File: src/rtl/pdme_pkg.sv
// Package for the pulse-distance pad/mouse line encoder.
// Holds item types, command codes, phase codes and segment lengths.
// No dependencies.
package pdme_pkg;

	localparam int PAD_BITS   = 12;
	localparam int MOUSE_BITS = 19;
	localparam int PHASE_W    = 7;
	localparam int DUR_W      = 15;

	// Commands
	localparam logic [1:0] CMD_TIMER  = 2'd0;
	localparam logic [1:0] CMD_REPORT = 2'd1;
	localparam logic [1:0] CMD_PINS   = 2'd2;

	// Frame phases
	localparam logic [PHASE_W-1:0] PH_IDLE      = 7'd0;
	localparam logic [PHASE_W-1:0] PH_PAD_START = 7'd1;
	localparam logic [PHASE_W-1:0] PH_PAD_BITS  = 7'd2;
	localparam logic [PHASE_W-1:0] PH_PAD_END   = PH_PAD_BITS + 7'(4 * PAD_BITS);
	localparam logic [PHASE_W-1:0] PH_PAD_STOP  = PH_PAD_END + 7'd1;
	localparam logic [PHASE_W-1:0] PH_REP       = PH_PAD_END + 7'd2;
	localparam logic [PHASE_W-1:0] PH_REP_PULSE = PH_REP + 7'd1;
	localparam logic [PHASE_W-1:0] PH_REP_STOP  = PH_REP + 7'd2;
	localparam logic [PHASE_W-1:0] PH_M_START   = PH_REP + 7'd4;
	localparam logic [PHASE_W-1:0] PH_M_BITS    = PH_M_START + 7'd1;
	localparam logic [PHASE_W-1:0] PH_M_STOP    = PH_M_BITS + 7'(2 * MOUSE_BITS);

	// Segment lengths, microseconds
	localparam logic [DUR_W-1:0] US_LEADER    = 15'd9000;
	localparam logic [DUR_W-1:0] US_LEAD_GAP  = 15'd4500;
	localparam logic [DUR_W-1:0] US_PULSE     = 15'd400;
	localparam logic [DUR_W-1:0] US_ONE       = 15'd1200;
	localparam logic [DUR_W-1:0] US_PAD_TAIL  = 15'd17300;
	localparam logic [DUR_W-1:0] US_REP_GAP   = 15'd2100;
	localparam logic [DUR_W-1:0] US_REP_TAIL  = 15'd24250;
	localparam logic [DUR_W-1:0] US_M_LEADER  = 15'd1100;
	localparam logic [DUR_W-1:0] US_M_GAP1    = 15'd375;
	localparam logic [DUR_W-1:0] US_M_LOW1    = 15'd500;
	localparam logic [DUR_W-1:0] US_M_LOW0    = 15'd138;
	localparam logic [DUR_W-1:0] US_M_GAP0    = 15'd735;
	localparam logic [DUR_W-1:0] US_M_STOP    = 15'd88;
	localparam logic [DUR_W-1:0] US_M_TAIL    = 15'd14000;
	localparam logic [DUR_W-1:0] US_RESET     = 15'd16;

	typedef struct packed {
		logic [1:0]        command;
		logic [5:0]        joystick_pins;
		logic [2:0]        button_bits;
		logic signed [7:0] move_x;
		logic signed [7:0] move_y;
	} evt_t;

	typedef struct packed {
		logic             line_low;
		logic [DUR_W-1:0] duration_us;
		logic             timer_run;
	} res_t;

endpackage

File: src/rtl/pulse_distance_pad_mouse_encoder_top.sv
// Top level of the pulse-distance pad/mouse line encoder.
// Holds the output register and skid stage; depends on pdme_pkg and pdme_core.
//
// Usage:
//   Input channel evt_valid / evt_stall / evt carries one event item:
//   a segment timer expiry, a mouse report or a joystick pin change.
//   Output channel res_valid / res_stall / res returns exactly one item per
//   event: the line level, the length of the next segment in microseconds
//   and whether the segment timer should run.
//   The result is registered into the output register, or into the skid
//   entry while the output is held. Throughput: one item per cycle while
//   the skid entry is empty; pdme_core computes all next state combinationally.
//   Stall: an output register plus a one-entry skid buffer. Events keep
//   being taken while a result waits; evt_stall rises only once the skid
//   entry is occupied, and drops as soon as the receiver takes a result.
//   Reset: asynchronous, active low. Frame state idle, sums, buttons and
//   pad code cleared, line released, held length 16 us, timer stopped, no
//   results pending.
module pulse_distance_pad_mouse_encoder_top import pdme_pkg::*; (
	input  logic clk,
	input  logic arst_n,
	input  logic evt_valid,
	output logic evt_stall,
	input  evt_t evt,
	output logic res_valid,
	input  logic res_stall,
	output res_t res
);

	logic take;
	res_t res_next;

	logic out_valid_q;
	res_t out_q;
	logic skid_valid_q;
	res_t skid_q;

	// New events are held off only while the skid entry is full
	assign evt_stall = skid_valid_q;
	assign take      = evt_valid && !skid_valid_q;

	pdme_core u_core (
		.clk      (clk),
		.arst_n   (arst_n),
		.take     (take),
		.evt      (evt),
		.res_next (res_next)
	);

	always_ff @(posedge clk or negedge arst_n) begin
		if (!arst_n) begin
			out_valid_q  <= 1'b0;
			skid_valid_q <= 1'b0;
		end else if (!out_valid_q || !res_stall) begin
			// output slot frees up: refill from skid first, else from core
			if (skid_valid_q) begin
				out_valid_q  <= 1'b1;
				skid_valid_q <= 1'b0;
			end else begin
				out_valid_q <= take;
			end
		end else if (take) begin
			// output held by receiver: park the new result
			skid_valid_q <= 1'b1;
		end
	end

	// Payload registers, no reset
	always_ff @(posedge clk) begin
		if (!out_valid_q || !res_stall) begin
			if (skid_valid_q)
				out_q <= skid_q;
			else if (take)
				out_q <= res_next;
		end else if (take) begin
			skid_q <= res_next;
		end
	end

	assign res_valid = out_valid_q;
	assign res       = out_q;

endmodule

File: src/rtl/pdme_core.sv
// Frame sequencer and mouse accumulator of the pad/mouse line encoder.
// Updates all state on an accepted item; gives the resulting line state.
// Depends on pdme_pkg.
module pdme_core import pdme_pkg::*; (
	input  logic clk,
	input  logic arst_n,
	input  logic take,
	input  evt_t evt,
	output res_t res_next
);

	logic [PHASE_W-1:0]    phase_q, phase_d;
	logic [PAD_BITS-1:0]   pad_code_q, pad_code_d;
	logic [MOUSE_BITS-1:0] mouse_frame_q, mouse_frame_d;
	logic [15:0]           sum_x_q, sum_x_d, sum_y_q, sum_y_d;
	logic [2:0]            buttons_q, buttons_d;
	logic                  line_q, line_d;
	logic [DUR_W-1:0]      dur_q, dur_d;
	logic                  run_q, run_d;

	// Step into the sums: +-1 whole, else halved toward zero
	function automatic logic [15:0] step_of(input logic signed [7:0] v);
		logic signed [8:0] w;
		w = 9'(v);
		if (v == 8'sd1 || v == -8'sd1)
			return 16'(signed'(v));
		w = (w + $signed({8'd0, v[7]})) >>> 1;
		return 16'(signed'(w));
	endfunction

	logic [5:0]            act;
	logic [PAD_BITS-1:0]   code;
	logic [7:0]            mx, my;
	logic [5:0]            ps, ms;
	logic [4:0]            pk;
	logic [3:0]            pk_w, pidx;
	logic                  pbit;
	logic [4:0]            midx;
	logic                  mbit;

	always_comb begin
		act  = ~evt.joystick_pins;
		code = (act != 6'd0) ? {1'b1, 3'b000, act, 2'b00} : '0;
		mx   = 8'd0 - sum_x_q[7:0];
		my   = 8'd0 - sum_y_q[7:0];

		ps   = 6'(phase_q - PH_PAD_BITS);
		pk   = ps[5:1];
		pk_w = (pk >= 5'(PAD_BITS)) ? 4'(pk - 5'(PAD_BITS)) : pk[3:0];
		pidx = 4'(PAD_BITS - 1) - pk_w;
		pbit = pad_code_q[pidx] ^ (pk >= 5'(PAD_BITS));

		ms   = 6'(phase_q - PH_M_BITS);
		midx = 5'(MOUSE_BITS - 1) - ms[5:1];
		mbit = mouse_frame_q[midx];
	end

	always_comb begin
		phase_d       = phase_q;
		pad_code_d    = pad_code_q;
		mouse_frame_d = mouse_frame_q;
		sum_x_d       = sum_x_q;
		sum_y_d       = sum_y_q;
		buttons_d     = buttons_q;
		line_d        = line_q;
		dur_d         = dur_q;
		run_d         = run_q;
		unique case (evt.command)
			CMD_REPORT: begin
				sum_x_d   = sum_x_q + step_of(evt.move_x);
				sum_y_d   = sum_y_q + step_of(evt.move_y);
				buttons_d = buttons_q | evt.button_bits;
				run_d     = 1'b1;
			end
			CMD_PINS: run_d = 1'b1;
			CMD_TIMER: begin
				if (run_q) begin
					priority if (phase_q == PH_IDLE) begin
						if (code != '0 || pad_code_q != '0) begin
							phase_d    = (code == pad_code_q) ? PH_REP : PH_PAD_START;
							pad_code_d = code;
							line_d     = 1'b1;
							dur_d      = US_LEADER;
						end else begin
							sum_x_d   = '0;
							sum_y_d   = '0;
							buttons_d = '0;
							if (buttons_q != 3'd0 || mx != 8'd0 || my != 8'd0) begin
								mouse_frame_d = {~buttons_q, mx, my};
								phase_d       = PH_M_START;
								line_d        = 1'b1;
								dur_d         = US_M_LEADER;
							end else begin
								run_d = 1'b0;
							end
						end
					end else if (phase_q == PH_PAD_START) begin
						line_d  = 1'b0;
						dur_d   = US_LEAD_GAP;
						phase_d = phase_q + 7'd1;
					end else if (phase_q < PH_PAD_END) begin
						line_d  = ~ps[0];
						dur_d   = (ps[0] && pbit) ? US_ONE : US_PULSE;
						phase_d = phase_q + 7'd1;
					end else if (phase_q == PH_PAD_END) begin
						line_d  = 1'b1;
						dur_d   = US_PULSE;
						phase_d = phase_q + 7'd1;
					end else if (phase_q == PH_PAD_STOP) begin
						line_d  = 1'b0;
						dur_d   = US_PAD_TAIL;
						phase_d = PH_IDLE;
					end else if (phase_q == PH_REP) begin
						line_d  = 1'b0;
						dur_d   = US_REP_GAP;
						phase_d = phase_q + 7'd1;
					end else if (phase_q == PH_REP_PULSE) begin
						line_d  = 1'b1;
						dur_d   = US_PULSE;
						phase_d = phase_q + 7'd1;
					end else if (phase_q == PH_REP_STOP) begin
						line_d  = 1'b0;
						dur_d   = US_REP_TAIL;
						phase_d = phase_q + 7'd1;
					end else if (phase_q < PH_M_START) begin
						// second repeat tail: line stays released
						dur_d   = US_REP_TAIL;
						phase_d = PH_IDLE;
					end else if (phase_q == PH_M_START) begin
						line_d  = 1'b0;
						dur_d   = US_M_GAP1;
						phase_d = phase_q + 7'd1;
					end else if (phase_q < PH_M_STOP) begin
						line_d  = ~ms[0];
						if (!ms[0])
							dur_d = mbit ? US_M_LOW1 : US_M_LOW0;
						else
							dur_d = mbit ? US_M_GAP1 : US_M_GAP0;
						phase_d = phase_q + 7'd1;
					end else if (phase_q == PH_M_STOP) begin
						line_d  = 1'b1;
						dur_d   = US_M_STOP;
						phase_d = phase_q + 7'd1;
					end else begin
						line_d  = 1'b0;
						dur_d   = US_M_TAIL;
						phase_d = PH_IDLE;
					end
				end
			end
			default: ;
		endcase
	end

	assign res_next = '{line_low: line_d, duration_us: dur_d, timer_run: run_d};

	always_ff @(posedge clk or negedge arst_n) begin
		if (!arst_n) begin
			phase_q       <= PH_IDLE;
			pad_code_q    <= '0;
			mouse_frame_q <= '0;
			sum_x_q       <= '0;
			sum_y_q       <= '0;
			buttons_q     <= '0;
			line_q        <= 1'b0;
			dur_q         <= US_RESET;
			run_q         <= 1'b0;
		end else if (take) begin
			phase_q       <= phase_d;
			pad_code_q    <= pad_code_d;
			mouse_frame_q <= mouse_frame_d;
			sum_x_q       <= sum_x_d;
			sum_y_q       <= sum_y_d;
			buttons_q     <= buttons_d;
			line_q        <= line_d;
			dur_q         <= dur_d;
			run_q         <= run_d;
		end
	end

endmodule

File: config.mk
export PLATFORM = sky130hd
export DESIGN_NAME = pulse_distance_pad_mouse_encoder_top
export DESIGN_NICKNAME = d
export VERILOG_FILES = /design/src/rtl/pdme_pkg.sv /design/src/rtl/pulse_distance_pad_mouse_encoder_top.sv /design/src/rtl/pdme_core.sv
export SDC_FILE = /design/constraint.sdc
export NUM_CORES = 1
export LEC_CHECK = 0
export ABC_AREA = 1
export ABC_CLOCK_PERIOD_IN_PS = 2800
export BUFFER_PORTS_ARGS = -buffer_cell sky130_fd_sc_hd__buf_2
export CAP_MARGIN = 20
export CORE_AREA = 2 2 114 116
export DETAILED_ROUTE_END_ITERATION = 8
export DIE_AREA = 0 0 116 118
export HOLD_SLACK_MARGIN = 0.06
export MAX_ROUTING_LAYER = met4
export PLACE_DENSITY = 0.73
export REMOVE_ABC_BUFFERS = 1
export SLEW_MARGIN = 20
export SYNTH_ARGS = -nofsm -noshare
export SYNTH_HDL_FRONTEND = slang
export SYNTH_SLANG_ARGS = --single-unit
File: constraint.sdc
create_clock -name clk -period 2.8 [get_ports clk]
set_input_delay 0.28 -clock clk [delete_from_list [all_inputs] [get_ports clk]]
set_output_delay 0.28 -clock clk [all_outputs]
set_load 0.02 [all_outputs]
==> results.py <==
metrics = {
    "clock_tree": {
        "clkTransAtPathRegs_ns": 0.08,
        "root_buffer": "clkbuf_16",
        "clock_latency_ns": 0.36,
        "clk_path_buf_depth": 2,
        "htree_levels": 3,
        "numCtsBuffers": 9,
        "cts_tree": "built",
        "clock-sinks": 105,
    },
    "worst_setup_path": {
        "start_kind": "flip-flop",
        "path_buf_inv": 4,
        "worstPathRequired_ns": 2.92,
        "rrSetupSlack_ns": -0.02,
        "reg2reg_depth": 21,
        "r2r-start": "u_core.phase_q[1]",
        "critical_path_class": "reg2reg",
        "crit_fanout": 5,
        "critical-path-slowest-cell": "dfrtp_1",
        "crit_path_max_incr_delay_ns": 0.42,
        "r2r-end": "res[9]",
        "crit_chain": "inv_4, buf_6, nand2_4, xor2_2, inv_1, ha_2, nand3_2, inv_2, nor2_2, nand2_2, a21oi_2, nand3b_1, nand3_1, nand2_1, nand3_2, a21oi_2, nand2_1, nand2_1, nand2_1, nand2_1, nand2_1",
        "endpoint_kind": "flip-flop",
        "cpLargestDelayFamily": "simple AND/OR/NAND/NOR gates",
        "path_common_cell": "nand2_1",
        "arrival_ns": 2.94,
    },
    "floorplanning": {
        "coreArea_sq_um": 12400,
        "die_height_microns": 118,
        "io_pins": 50,
        "fp.dieW_microns": 116,
        "die_area_sq_um": 13700,
        "rows": 41,
        "start_util_pct": 54.4,
    },
    "synthesis": {
        "syn_area_sq_um": 6760,
        "synthDominantCellAreaShare_pct": 25.9,
        "yosysMostFrequentCell": "nand2_1",
        "yosys.area.top_type": "dfrtp_1",
        "ys_seq_elements": 105,
        "netlist_instances": 869,
        "avgSynthCellArea_sq_um": 7.77,
        "ys_types": 50,
        "async_reset_ff_share_pct": 67.6,
        "synth_area_leaders": "dfrtp_1, edfxtp_1, nand2_1",
        "synth_edf_count": 34,
        "ys.warnings.count": 0,
        "ys_seq_area_share_pct": 41.4,
        "synth_commonest_cells": "nand2_1, inv_1, dfrtp_1",
        "ys.flop_type": "dfrtp_1",
    },
    "placed_design": {
        "port_buffers": 49,
        "dp_cells": 1144,
        "pre_cts_ws_ns": -0.190,
        "globalplace.congestion": 0.983,
        "dpl.hpwl_microns": 11900,
    },
    "power_and_ir_drop": {
        "internal-power_mw": 4.80,
        "power.leakage_nw": 4.10,
        "power_density_nw_per_um2": 1040,
        "power.share.switching_pct": 44.8,
        "power_frac_comb_pct": 58.4,
        "p_switching_mw": 3.90,
        "worst_ir_drop_vdd_uv": 574,
        "total_power_mw": 8.70,
        "p_seq_share_pct": 26.0,
        "pwr-share-clk_pct": 15.6,
    },
    "routing": {
        "drtIter0Drc": 410,
        "drt-pass1-iter-count": 5,
        "vias_per_cell": 5.29,
        "vias": 6202,
        "antenna_left": 0,
        "post_drt_wl_per_cell_microns": 14.0,
        "drc": 0,
        "routed_wl_microns": 16400,
    },
    "timing": {
        "relSlewSlack_pct": 49.4,
        "fin_skew_ns": 0.00909,
        "min_period_ns": 2.82,
        "finalHoldViolCount": 0,
        "worstMarginPinSlew_ns": 0.759,
        "setup_viol": 2,
        "min_period_over_period_pct": 101,
        "fmax_ghz": 0.355,
        "fin_hold_ws_ns": 0.151,
        "drv_slew": 0,
        "finalWorstSetupSlack_ns": -0.0162,
        "grt_setup_unrepaired": "true",
    },
    "status": {
        "outcome": "complete, but fails checks",
        "violations": "setup timing",
    },
    "global_routing": {
        "antenna_found_initial": 0,
        "grt_first_pass_wirelength_microns": 27400,
        "grt_max_degree": 32,
        "grt_usage_pct": 25.6,
        "gr-total-overflow": 0,
        "first_global_vias": 5959,
    },
    "layout": {
        "fin_cells": 1173,
        "drive_above_1_share_pct": 24.3,
        "antennaDiodeCount": 0,
        "fillerInstances": 1071,
        "nets": 1062,
        "area_growth_pct": 23.9,
    },
    "min_path": {
        "holdCritStartpoint": "evt[19]",
        "holdPathStages": 2,
        "min_to": "u_core.pad_code_q[2]",
        "hold_path_class": "in2reg",
    },
    "run": {
        "maxCapViolCount": 0,
    },
}
[power groups by stage]
| stage | sequential [mW] | clock (mW) | combinational, mW |
|---|---|---|---|
| after floorplan | 2.33 | 0 | 2.82 |
| after CTS | 2.24 | 1.37 | 4.41 |
| after global placement | 2.26 | 0 | 4.22 |
| after global routing | 2.31 | 1.43 | 5.71 |
| after detailed placement | 2.26 | 0 | 4.28 |
| final | 2.26 | 1.35 | 5.08 |
[cell type report]
| class | count | area, sq um | share of cell area, % |
|---|---|---|---|
| Clock inverter | 7 | 92.6 | 1.11 |
| Sequential cell | 105 | 2800 | 33.5 |
| Clock buffer | 9 | 225 | 2.69 |
| Inverter | 119 | 454 | 5.43 |
| Multi-Input combinational cell | 628 | 3680 | 44.0 |
| Timing Repair Buffer | 133 | 901 | 10.8 |
| Tap cell | 172 | 215 | 2.57 |
[cell usage in the layout, fill, tap and decap left out, types with 3 or more instances in the layout]
| master | n |
|---|---|
| o21ai_2 | 4 |
| nand2_1 | 217 |
| o21ai_1 | 40 |
| ha_1 | 29 |
| nor4_1 | 3 |
| a21oi_2 | 5 |
| buf_4 | 81 |
| nor2_2 | 7 |
| o211ai_1 | 8 |
| buf_2 | 48 |
| inv_4 | 3 |
| a21boi_0 | 4 |
| nand3_2 | 6 |
| nand3_1 | 32 |
| o31ai_1 | 3 |
| xor2_1 | 20 |
| o22ai_1 | 18 |
| o21ai_0 | 42 |
| mux2_1 | 7 |
| nand2_2 | 19 |
| nor2_1 | 58 |
| dfrtp_1 | 69 |
| inv_1 | 98 |
| ha_4 | 3 |
| clkbuf_16 | 9 |
| a22oi_1 | 3 |
| nor3_1 | 12 |
| nor3_2 | 3 |
| inv_2 | 17 |
| nand4_1 | 12 |
| xnor2_1 | 9 |
| mux2_4 | 4 |
| a21oi_1 | 29 |
| edfxtp_1 | 34 |
| inv_6 | 4 |
| or2_2 | 4 |
[kinds of logic (layout without fill, tap and decap cells)]
family          after synthesis  after routing  synth area share [%]
mux                          11             11                  2.06
xor+xnor                     30             30                  3.89
compound gates              163            163                  13.4
buf+inv                     136            268                  7.82
simple gates                389            389                  24.7
fa+ha+maj                    35             35                  6.71
flops                       105            105                  41.4
[flip-flops by register name, summed over array words and instances (netlist names), 3 cells and up]
signal / cells
u_core.dur_q: 15
u_core.phase_q: 7
u_core.sum_y_q: 8
u_core.buttons_q: 3
u_core.pad_code_q: 7
skid_q: 17
u_core.sum_x_q: 8
res: 17
u_core.mouse_frame_q: 19
[stage by stage]
stage / TNS [ns] / instance area, sq um / util [%]
floorplan: -9.41 / 6680 / -
global placement: -1.28 / 7680 / 61.9
detailed placement: -1.92 / 7680 / 61.9
CTS: 0 / 8040 / 64.7
global route: -2.16 / 8370 / 67.4
finish: -0.0243 / 8370 / 67.4
[per-layer routing]
metal	track usage, %	routed length [microns]	vias to the layer above
met5	-	0	-
met4	8.71	328	0
met3	4.53	783	26
met2	40.3	7960	161
met1	33.4	7380	2880
li1	-	-	3135
[worst max path at each step]
stage                     cells past startpoint  slack (ns)                 to         startpoint
after CTS                                    20       0.001             res[9]  u_core.phase_q[2]
after global routing                         21       -0.24             res[9]  u_core.phase_q[1]
after global placement                       25       -0.15             res[3]  u_core.phase_q[0]
after detailed placement                     15       -0.19  u_core.sum_y_q[6]             evt[7]
after floorplan                              24       -0.50             res[6]  u_core.phase_q[0]
final                                        21       -0.02             res[9]  u_core.phase_q[1]
[what timing repair did]
item	in CTS	in global routing
setup buffers	0	12
endpoints found under the setup margin	20	54
gates resized for setup	9	84
hold buffers	1	0
hold endpoints to repair	27	0
pin swaps	0	46
gates cloned	0	0
(Power assumes the default switching activity.)
